$ cat src/hdl/pfe_pkg.sv
package pfe_pkg;

    // Palette geometry.
    localparam int ENTRIES = 64;
    localparam int AW = $clog2(ENTRIES);
    localparam int IDX_W = 6;
    localparam int COLOR_W = 12;
    localparam int SPEED_W = 8;

    typedef logic [AW-1:0] addr_t;
    typedef logic [IDX_W-1:0] idx_t;
    typedef logic [COLOR_W-1:0] color_t;
    typedef logic [SPEED_W-1:0] speed_t;

    localparam addr_t LAST_ADDR = addr_t'(ENTRIES - 1);

    // Request opcodes.
    typedef enum logic [1:0] {
        OP_TICK   = 2'd0,
        OP_WR_CUR = 2'd1,
        OP_WR_TGT = 2'd2,
        OP_START  = 2'd3
    } opcode_t;

    // Color field masks and one-unit increments (red, green, blue).
    localparam color_t MASK_R = 12'h00E;
    localparam color_t MASK_G = 12'h0E0;
    localparam color_t MASK_B = 12'hE00;
    localparam color_t UNIT_R = 12'h002;
    localparam color_t UNIT_G = 12'h020;
    localparam color_t UNIT_B = 12'h200;

endpackage

$ cat src/hdl/pfe_ram.sv
module pfe_ram #(
    parameter int WIDTH = 12,
    parameter int DEPTH = 64
) (
    input  logic                     clk,
    input  logic                     wr_en,
    input  logic [$clog2(DEPTH)-1:0] wr_addr,
    input  logic [WIDTH-1:0]         wr_data,
    input  logic [$clog2(DEPTH)-1:0] rd_addr,
    output logic [WIDTH-1:0]         rd_data
);

    logic [WIDTH-1:0] mem [DEPTH];

    // Single write port, registered read port (read-before-write).
    always_ff @(posedge clk)
    begin
        if (wr_en)
        begin
            mem[wr_addr] <= wr_data;
        end
        rd_data <= mem[rd_addr];
    end

endmodule

$ cat src/hdl/pfe_step.sv
module pfe_step (
    input  pfe_pkg::color_t cur,
    input  pfe_pkg::color_t tgt,
    output pfe_pkg::color_t nxt,
    output logic            changed
);

    // Returns {moved, delta}; delta is +unit, -unit or zero in modulo arithmetic.
    function automatic logic [pfe_pkg::COLOR_W:0] field_delta(
        input pfe_pkg::color_t c_word,
        input pfe_pkg::color_t t_word,
        input pfe_pkg::color_t mask,
        input pfe_pkg::color_t unit
    );
        pfe_pkg::color_t c;
        pfe_pkg::color_t t;
        c = c_word & mask;
        t = t_word & mask;
        if (c < t)
        begin
            return {1'b1, unit};
        end
        else if (c > t)
        begin
            return {1'b1, pfe_pkg::color_t'(~unit + 12'd1)};
        end
        return '0;
    endfunction

    logic [pfe_pkg::COLOR_W:0] d_r;
    logic [pfe_pkg::COLOR_W:0] d_g;
    logic [pfe_pkg::COLOR_W:0] d_b;

    // Each field moves one unit toward its target; fields never carry into each other.
    always_comb
    begin
        d_r = field_delta(cur, tgt, pfe_pkg::MASK_R, pfe_pkg::UNIT_R);
        d_g = field_delta(cur, tgt, pfe_pkg::MASK_G, pfe_pkg::UNIT_G);
        d_b = field_delta(cur, tgt, pfe_pkg::MASK_B, pfe_pkg::UNIT_B);
        nxt = cur + d_r[pfe_pkg::COLOR_W-1:0] + d_g[pfe_pkg::COLOR_W-1:0]
            + d_b[pfe_pkg::COLOR_W-1:0];
        changed = d_r[pfe_pkg::COLOR_W] | d_g[pfe_pkg::COLOR_W] | d_b[pfe_pkg::COLOR_W];
    end

endmodule

$ cat src/hdl/palette_fade_engine.sv
// Channel  | Handshake              | Payload
// ---------+------------------------+------------------------------------------------
// request  | in_valid / in_ready    | opcode, entry_index, color_value
// result   | out_valid / out_ready  | still_fading, color_valid, out_index, out_color, last
// config   | cfg_wr_en (no wait)    | cfg_wr_data (fade_speed)
//
// Writes, fade start and ticks that do not step are answered from the idle state.
// A stepping tick makes one read-modify-write pass over the current palette RAM,
// one entry per cycle over all 64 entries, then, if any color moved, a second pass
// reading one entry per cycle into the result register.
// A step that changes nothing ends the fade with one status result.
// Reset clears per-entry valid bits at once (invalid entries read as zero), so
// there is no clearing pass. A stalled result holds the pass in place.
module palette_fade_engine (
    input  logic                   clk,
    input  logic                   rst_n,
    input  logic                   cfg_wr_en,
    input  pfe_pkg::speed_t        cfg_wr_data,
    input  logic                   in_valid,
    output logic                   in_ready,
    input  logic [1:0]             opcode,
    input  pfe_pkg::idx_t          entry_index,
    input  pfe_pkg::color_t        color_value,
    output logic                   out_valid,
    input  logic                   out_ready,
    output logic                   still_fading,
    output logic                   color_valid,
    output pfe_pkg::idx_t          out_index,
    output pfe_pkg::color_t        out_color,
    output logic                   last
);

    typedef enum logic [1:0] {
        ST_IDLE,
        ST_STEP,
        ST_EMIT,
        ST_DONE
    } state_t;

    state_t                          state_reg, state_next;
    pfe_pkg::addr_t                  addr_reg, addr_next;
    logic                            changed_reg, changed_next;
    logic                            fade_active_reg, fade_active_next;
    pfe_pkg::speed_t                 tick_counter_reg, tick_counter_next;
    pfe_pkg::speed_t                 fade_speed_reg;
    logic [pfe_pkg::ENTRIES-1:0]     cur_vld_reg;
    logic [pfe_pkg::ENTRIES-1:0]     tgt_vld_reg;
    logic                            cur_vld_q_reg;
    logic                            tgt_vld_q_reg;

    logic                            out_valid_reg, out_valid_next;
    logic                            still_fading_reg, still_fading_next;
    logic                            color_valid_reg, color_valid_next;
    pfe_pkg::idx_t                   out_index_reg, out_index_next;
    pfe_pkg::color_t                 out_color_reg, out_color_next;
    logic                            last_reg, last_next;

    logic                            slot_free;
    logic                            accept;
    logic                            in_range;
    pfe_pkg::opcode_t                op;
    pfe_pkg::addr_t                  in_addr;
    pfe_pkg::speed_t                 cnt_inc;

    logic                            cur_we;
    pfe_pkg::addr_t                  cur_waddr;
    pfe_pkg::color_t                 cur_wdata;
    logic                            tgt_we;
    pfe_pkg::color_t                 cur_rdata;
    pfe_pkg::color_t                 tgt_rdata;
    pfe_pkg::color_t                 cur_eff;
    pfe_pkg::color_t                 tgt_eff;
    pfe_pkg::color_t                 step_nxt;
    logic                            step_chg;

    // Palette memories, read at the address the sequencer holds next cycle.
    pfe_ram #(
        .WIDTH (pfe_pkg::COLOR_W),
        .DEPTH (pfe_pkg::ENTRIES)
    ) u_cur_ram (
        .clk     (clk),
        .wr_en   (cur_we),
        .wr_addr (cur_waddr),
        .wr_data (cur_wdata),
        .rd_addr (addr_next),
        .rd_data (cur_rdata)
    );

    pfe_ram #(
        .WIDTH (pfe_pkg::COLOR_W),
        .DEPTH (pfe_pkg::ENTRIES)
    ) u_tgt_ram (
        .clk     (clk),
        .wr_en   (tgt_we),
        .wr_addr (in_addr),
        .wr_data (color_value),
        .rd_addr (addr_next),
        .rd_data (tgt_rdata)
    );

    // Entries never written read as zero.
    assign cur_eff = cur_vld_q_reg ? cur_rdata : '0;
    assign tgt_eff = tgt_vld_q_reg ? tgt_rdata : '0;

    pfe_step u_step (
        .cur     (cur_eff),
        .tgt     (tgt_eff),
        .nxt     (step_nxt),
        .changed (step_chg)
    );

    // Request side decode.
    assign slot_free = !out_valid_reg || out_ready;
    assign in_ready  = (state_reg == ST_IDLE) && slot_free;
    assign accept    = in_valid && in_ready;
    assign op        = pfe_pkg::opcode_t'(opcode);
    assign in_addr   = pfe_pkg::addr_t'(entry_index);
    assign in_range  = 32'(entry_index) < 32'(pfe_pkg::ENTRIES);
    assign cnt_inc   = tick_counter_reg + 8'd1;

    // Sequencer next-state and result register loading.
    always_comb
    begin
        state_next        = state_reg;
        addr_next         = addr_reg;
        changed_next      = changed_reg;
        fade_active_next  = fade_active_reg;
        tick_counter_next = tick_counter_reg;
        out_valid_next    = out_valid_reg && !out_ready;
        still_fading_next = still_fading_reg;
        color_valid_next  = color_valid_reg;
        out_index_next    = out_index_reg;
        out_color_next    = out_color_reg;
        last_next         = last_reg;
        cur_we            = 1'b0;
        cur_waddr         = in_addr;
        cur_wdata         = color_value;
        tgt_we            = 1'b0;

        case (state_reg)
            ST_IDLE:
            begin
                addr_next    = '0;
                changed_next = 1'b0;
                if (accept)
                begin
                    // Default reply is a status result.
                    out_valid_next    = 1'b1;
                    still_fading_next = fade_active_reg;
                    color_valid_next  = 1'b0;
                    out_index_next    = '0;
                    out_color_next    = '0;
                    last_next         = 1'b1;
                    case (op)
                        pfe_pkg::OP_WR_CUR:
                        begin
                            if (in_range)
                            begin
                                cur_we           = 1'b1;
                                color_valid_next = 1'b1;
                                out_index_next   = entry_index;
                                out_color_next   = color_value;
                            end
                        end
                        pfe_pkg::OP_WR_TGT:
                        begin
                            tgt_we = in_range;
                        end
                        pfe_pkg::OP_START:
                        begin
                            fade_active_next  = 1'b1;
                            tick_counter_next = '0;
                            still_fading_next = 1'b1;
                        end
                        default:
                        begin
                            if (fade_active_reg)
                            begin
                                if (cnt_inc < fade_speed_reg)
                                begin
                                    tick_counter_next = cnt_inc;
                                end
                                else
                                begin
                                    tick_counter_next = '0;
                                    out_valid_next    = 1'b0;
                                    state_next        = ST_STEP;
                                end
                            end
                        end
                    endcase
                end
            end
            ST_STEP:
            begin
                // Read-modify-write of one entry per cycle.
                cur_we       = 1'b1;
                cur_waddr    = addr_reg;
                cur_wdata    = step_nxt;
                changed_next = changed_reg | step_chg;
                if (addr_reg == pfe_pkg::LAST_ADDR)
                begin
                    addr_next  = '0;
                    state_next = changed_next ? ST_EMIT : ST_DONE;
                end
                else
                begin
                    addr_next = addr_reg + 1'b1;
                end
            end
            ST_EMIT:
            begin
                // Send one stepped entry whenever the result register is free.
                if (slot_free)
                begin
                    out_valid_next    = 1'b1;
                    still_fading_next = 1'b1;
                    color_valid_next  = 1'b1;
                    out_index_next    = pfe_pkg::idx_t'(addr_reg);
                    out_color_next    = cur_eff;
                    last_next         = addr_reg == pfe_pkg::LAST_ADDR;
                    if (addr_reg == pfe_pkg::LAST_ADDR)
                    begin
                        addr_next  = '0;
                        state_next = ST_IDLE;
                    end
                    else
                    begin
                        addr_next = addr_reg + 1'b1;
                    end
                end
            end
            ST_DONE:
            begin
                // Nothing moved: the fade ends with one status result.
                if (slot_free)
                begin
                    fade_active_next  = 1'b0;
                    out_valid_next    = 1'b1;
                    still_fading_next = 1'b0;
                    color_valid_next  = 1'b0;
                    out_index_next    = '0;
                    out_color_next    = '0;
                    last_next         = 1'b1;
                    state_next        = ST_IDLE;
                end
            end
            default:
            begin
                state_next = ST_IDLE;
            end
        endcase
    end

    // State, registered outputs, valid bits and the speed register.
    always_ff @(posedge clk or negedge rst_n)
    begin
        if (!rst_n)
        begin
            state_reg        <= ST_IDLE;
            addr_reg         <= '0;
            changed_reg      <= 1'b0;
            fade_active_reg  <= 1'b0;
            tick_counter_reg <= '0;
            fade_speed_reg   <= '0;
            cur_vld_reg      <= '0;
            tgt_vld_reg      <= '0;
            cur_vld_q_reg    <= 1'b0;
            tgt_vld_q_reg    <= 1'b0;
            out_valid_reg    <= 1'b0;
            still_fading_reg <= 1'b0;
            color_valid_reg  <= 1'b0;
            out_index_reg    <= '0;
            out_color_reg    <= '0;
            last_reg         <= 1'b0;
        end
        else
        begin
            state_reg        <= state_next;
            addr_reg         <= addr_next;
            changed_reg      <= changed_next;
            fade_active_reg  <= fade_active_next;
            tick_counter_reg <= tick_counter_next;
            if (cfg_wr_en)
            begin
                fade_speed_reg <= cfg_wr_data;
            end
            if (cur_we)
            begin
                cur_vld_reg[cur_waddr] <= 1'b1;
            end
            if (tgt_we)
            begin
                tgt_vld_reg[in_addr] <= 1'b1;
            end
            cur_vld_q_reg    <= cur_vld_reg[addr_next];
            tgt_vld_q_reg    <= tgt_vld_reg[addr_next];
            out_valid_reg    <= out_valid_next;
            still_fading_reg <= still_fading_next;
            color_valid_reg  <= color_valid_next;
            out_index_reg    <= out_index_next;
            out_color_reg    <= out_color_next;
            last_reg         <= last_next;
        end
    end

    assign out_valid    = out_valid_reg;
    assign still_fading = still_fading_reg;
    assign color_valid  = color_valid_reg;
    assign out_index    = out_index_reg;
    assign out_color    = out_color_reg;
    assign last         = last_reg;

    // The emit pass only runs as part of an active fade.
    a_emit_fading: assert property (@(posedge clk) disable iff (!rst_n)
        (state_reg == ST_EMIT) |-> fade_active_reg)
        else $error("emit pass without an active fade");

    // The step pass never produces a result.
    a_step_silent: assert property (@(posedge clk) disable iff (!rst_n)
        (state_reg == ST_STEP) && !out_valid_reg |=> !out_valid_reg)
        else $error("result produced during the step pass");

    // Each accepted emit slot advances to the next entry.
    a_emit_advance: assert property (@(posedge clk) disable iff (!rst_n)
        (state_reg == ST_EMIT) && slot_free && (addr_reg != pfe_pkg::LAST_ADDR)
        |=> (state_reg == ST_EMIT) && (addr_reg == $past(addr_reg) + 1'b1))
        else $error("emit pass skipped or repeated an entry");

endmodule

$ cat config.mk
export PLATFORM = sky130hd
export DESIGN_NAME = palette_fade_engine
export DESIGN_NICKNAME = d
export VERILOG_FILES = /design/src/hdl/pfe_pkg.sv /design/src/hdl/pfe_ram.sv /design/src/hdl/pfe_step.sv /design/src/hdl/palette_fade_engine.sv
export SDC_FILE = /design/constraint.sdc
export NUM_CORES = 2
export LEC_CHECK = 0
export ABC_AREA = 1
export BUFFER_PORTS_ARGS = -buffer_cell sky130_fd_sc_hd__buf_2
export CAP_MARGIN = 20
export CELL_PAD_IN_SITES_DETAIL_PLACEMENT = 0
export CELL_PAD_IN_SITES_GLOBAL_PLACEMENT = 2
export CORE_UTILIZATION = 39
export DETAILED_ROUTE_END_ITERATION = 8
export PLACE_DENSITY_LB_ADDON = 0.1
export SKIP_CTS_REPAIR_TIMING = 1
export SLEW_MARGIN = 20
export SYNTH_ARGS = -nofsm -noshare
export SYNTH_HDL_FRONTEND = slang
export SYNTH_SLANG_ARGS = --single-unit
$ cat constraint.sdc
create_clock -name clk -period 6.8 [get_ports clk]
set_clock_uncertainty 0.1 [all_clocks]
set_input_delay 2.04 -clock clk [delete_from_list [all_inputs] [get_ports clk]]
set_output_delay 2.04 -clock clk [all_outputs]
set_load 0.05 [all_outputs]
==> out/qor.yml <==
grt_usage: 0.2460
synth-async-reset-ratio: 0.1154
power_density_nw_per_um2: 568.1
p_sw_w: 0.01967
ys_seq_area_frac: 0.6510
synth-edff-count: 1344
cts_tree: "yes"
reg_top3: "u_cur_ram.mem (768), u_tgt_ram.mem (576)"
pre_cts_ws_ns: 1.024
hp-class: "flop to flop"
dieArea_um2: 179800
worst_hold_slack_ns: 0.3541
syn_nets: 6707
largest_register_ffs: 768
period_share: 0.7714
grtUsageMet1: 0.3366
grt_pass1_vias: 46480
ios: 56
final_cell_mix: "nand3_1, edfxtp_1, nand2_1"
switching_share: 0.4434
setup.worst_path.end_class: "flop"
cts_root_buf: "clkbuf_16"
startpoint_type: "flop"
wl_per_cell_um: 24.37
cp.required_ns: 7.21
seq_power_share: 0.332
finalSetupTns_ns: 0
design_area_um2: 78090
max-vdd-ir-drop_uv: 1003
clock_latency_ns: 0.83
portBuffers: 55
place.gp.congestion: 0.7890
ys_types: 41
crit_arrival_ns: 5.66
fp-row-count: 154
drt-total-wl_mm: 222.0
combPwrFrac: 0.464
cpLargestDelayFamily: "adder cells"
yosys.area_share.simple: 0.2348
crit_buf_inv: 3
area_growth_pct: 12.40
nets: 6709
core-area_um2: 176500
met3_usage: 0.03115
post-route-drc-count: 0
path_clk_slew_ns: 0.06
dpl.hpwl_mm: 123.6
busiest_layer: "met2"
htreeDepth: 4
syn_area_um2: 69480
synth_top_family_by_area: "simple AND/OR/NAND/NOR gates"
die_w_um: 424.1
synth_mux_area_frac: 0.0001621
drtIter0Drc: 3701
p_int_w: 0.02470
period_needed_ns: 5.245
path_max_fanout: 64
clk_path_buf_depth: 3
hold_violations: 0
antenna_found_initial: 4
start_util: 0.3937
synth-compound-area-share: 0.01732
cap_violations: 0
setup_slack_ns: 1.555
netlist_instances: 6624
status: "completed"
vias_per_cell: 5.211
cts_num_sinks: 1543
yosys_warnings: 0
grt_use_met2: 0.4065
cts_buffers: 175
worst_slew_pin_slew_ns: 1.048
dpl-instance-area_um2: 72700
grt_start_max_net_pins: 165
synthXorXnorAreaFrac: 0.001387
largest_register: "u_cur_ram.mem"
die_h_um: 424.1
fmax_mhz: 190.6
rsz0062_at_grt: "no"
ys_ff_latch: 1543
max_stage_delay_ns: 0.62
crit_type: "flop to flop"
grt.overflow.total: 0
clkPwrFrac: 0.204
syn_avg_cell_area_um2: 10.49
synth_flop_cell: "edfxtp_1"
final_common_cell: "nand3_1"
vias: 47490
postRouteAntennaNets: 0
drive_gt1_frac: 0.07650
crit_chain: "nand2_1 -> inv_1 -> ha_1 -> nand2_1 -> o21ai_0 -> nand2_1 -> fa_1 -> inv_1 -> ha_1 -> ha_1 -> nand2_1 -> nand3_1 -> nand2_1 -> nand2_1 -> a21oi_1 -> nor2_1 -> o21ai_0 -> nand3_1 -> a31oi_4 -> buf_4"
grt_pass1_wl_mm: 326.4
drv_slew: 0
post-route-util: 0.4425
first_pass_iters: 5
power_leakage_nw: 31.43
critPathMostFrequentCell: "nand2_1"
slowest_stage: "fa_1"
slew_headroom: 0.2990
synthAdderAreaFrac: 0.009977
setup_viol: 0
tightest hold or removal path, cell delays in order (launching register included):
cell and delay (ns):
dfrtp_1 0.32, inv_1 0.04, o21ai_0 0.06
stage by stage:
stage               cells  power, W
floorplan            6624   0.02659
global placement     8787   0.03574
detailed placement   8789   0.03588
CTS                  9111   0.04500
global route         9111   0.04712
finish               9113   0.04437
path summary, 6_finish.rpt:
check | slack (ns) | startpoint | cells after the start | endpoint
max in group asynchronous | 4.12 | rst_n | 2 | cur_vld_reg[43]
worst max-delay path | 1.55 | cur_vld_q_reg | 20 | u_cur_ram.mem[42][10]
worst min register to register | 0.35 | cur_vld_reg[51] | 2 | cur_vld_reg[51]
worst max register to register | 1.55 | cur_vld_q_reg | 20 | u_cur_ram.mem[42][10]
worst min-delay path | 0.35 | cur_vld_reg[51] | 2 | cur_vld_reg[51]
min in group asynchronous | 1.15 | rst_n | 1 | out_index[1]
cell usage after synthesis, types with 2 or more instances:
cell	instances	share of area
a21o_1	2	0.00022
a21oi_1	17	0.0012
a22oi_1	9	0.00097
a31oi_1	2	0.00018
buf_1	78	0.0042
buf_2	214	0.015
buf_4	38	0.0041
buf_6	3	0.00049
clkbuf_1	98	0.0053
dfrtp_1	178	0.064
dfxtp_1	21	0.0061
edfxtp_1	1344	0.58
fa_1	9	0.0026
ha_1	41	0.0074
inv_1	1026	0.055
inv_2	5	0.00027
nand2_1	1083	0.059
nand2_2	3	0.00027
nand3_1	1604	0.12
nand3b_1	462	0.050
nand4_1	15	0.0014
nor2_1	159	0.0086
nor3_1	4	0.00029
o21ai_0	170	0.012
o21ai_1	5	0.00036
o22ai_1	10	0.00090
xor2_1	10	0.0013
power groups by stage:
stage	Sequential (W)	Combinational (W)	Clock, W
CTS	0.0147	0.0210	0.00926
floorplan	0.0145	0.0121	0
detailed placement	0.0149	0.0210	0
global placement	0.0149	0.0208	0
global route	0.0148	0.0228	0.00959
finish	0.0147	0.0206	0.00906
layer usage:
layer | part of all wire | vias up
met5 | 0.000059 | -
met4 | 0.029 | 2
met3 | 0.042 | 307
met2 | 0.48 | 1023
met1 | 0.45 | 23710
li1 | - | 22440
final cells by class:
| class | instances | area [um^2] |
|---|---|---|
| clock buffer | 237 | 4820 |
| fill | 16860 | 98400 |
| sequential | 1543 | 45230 |
| clock inverter | 85 | 571.8 |
| tap | 2340 | 2928 |
| inverter | 1033 | 3897 |
| timing repair buffer | 256 | 2141 |
| multi-input combinational | 3617 | 18500 |
| antenna | 2 | 5.005 |
cells by family (layout without fill, tap and decap cells):
logic type	count (synthesis)	in the layout
and+or+nand+nor	3331	3331
DFF	1543	1543
buffers and inverters	1464	1611
AOI/OAI and AO/OA	224	224
adders and majority gates	50	50
xor gates and xnor gates	11	11
muxes	1	1
other	0	2
No activity file was read; power rests on OpenSTA's default activity.
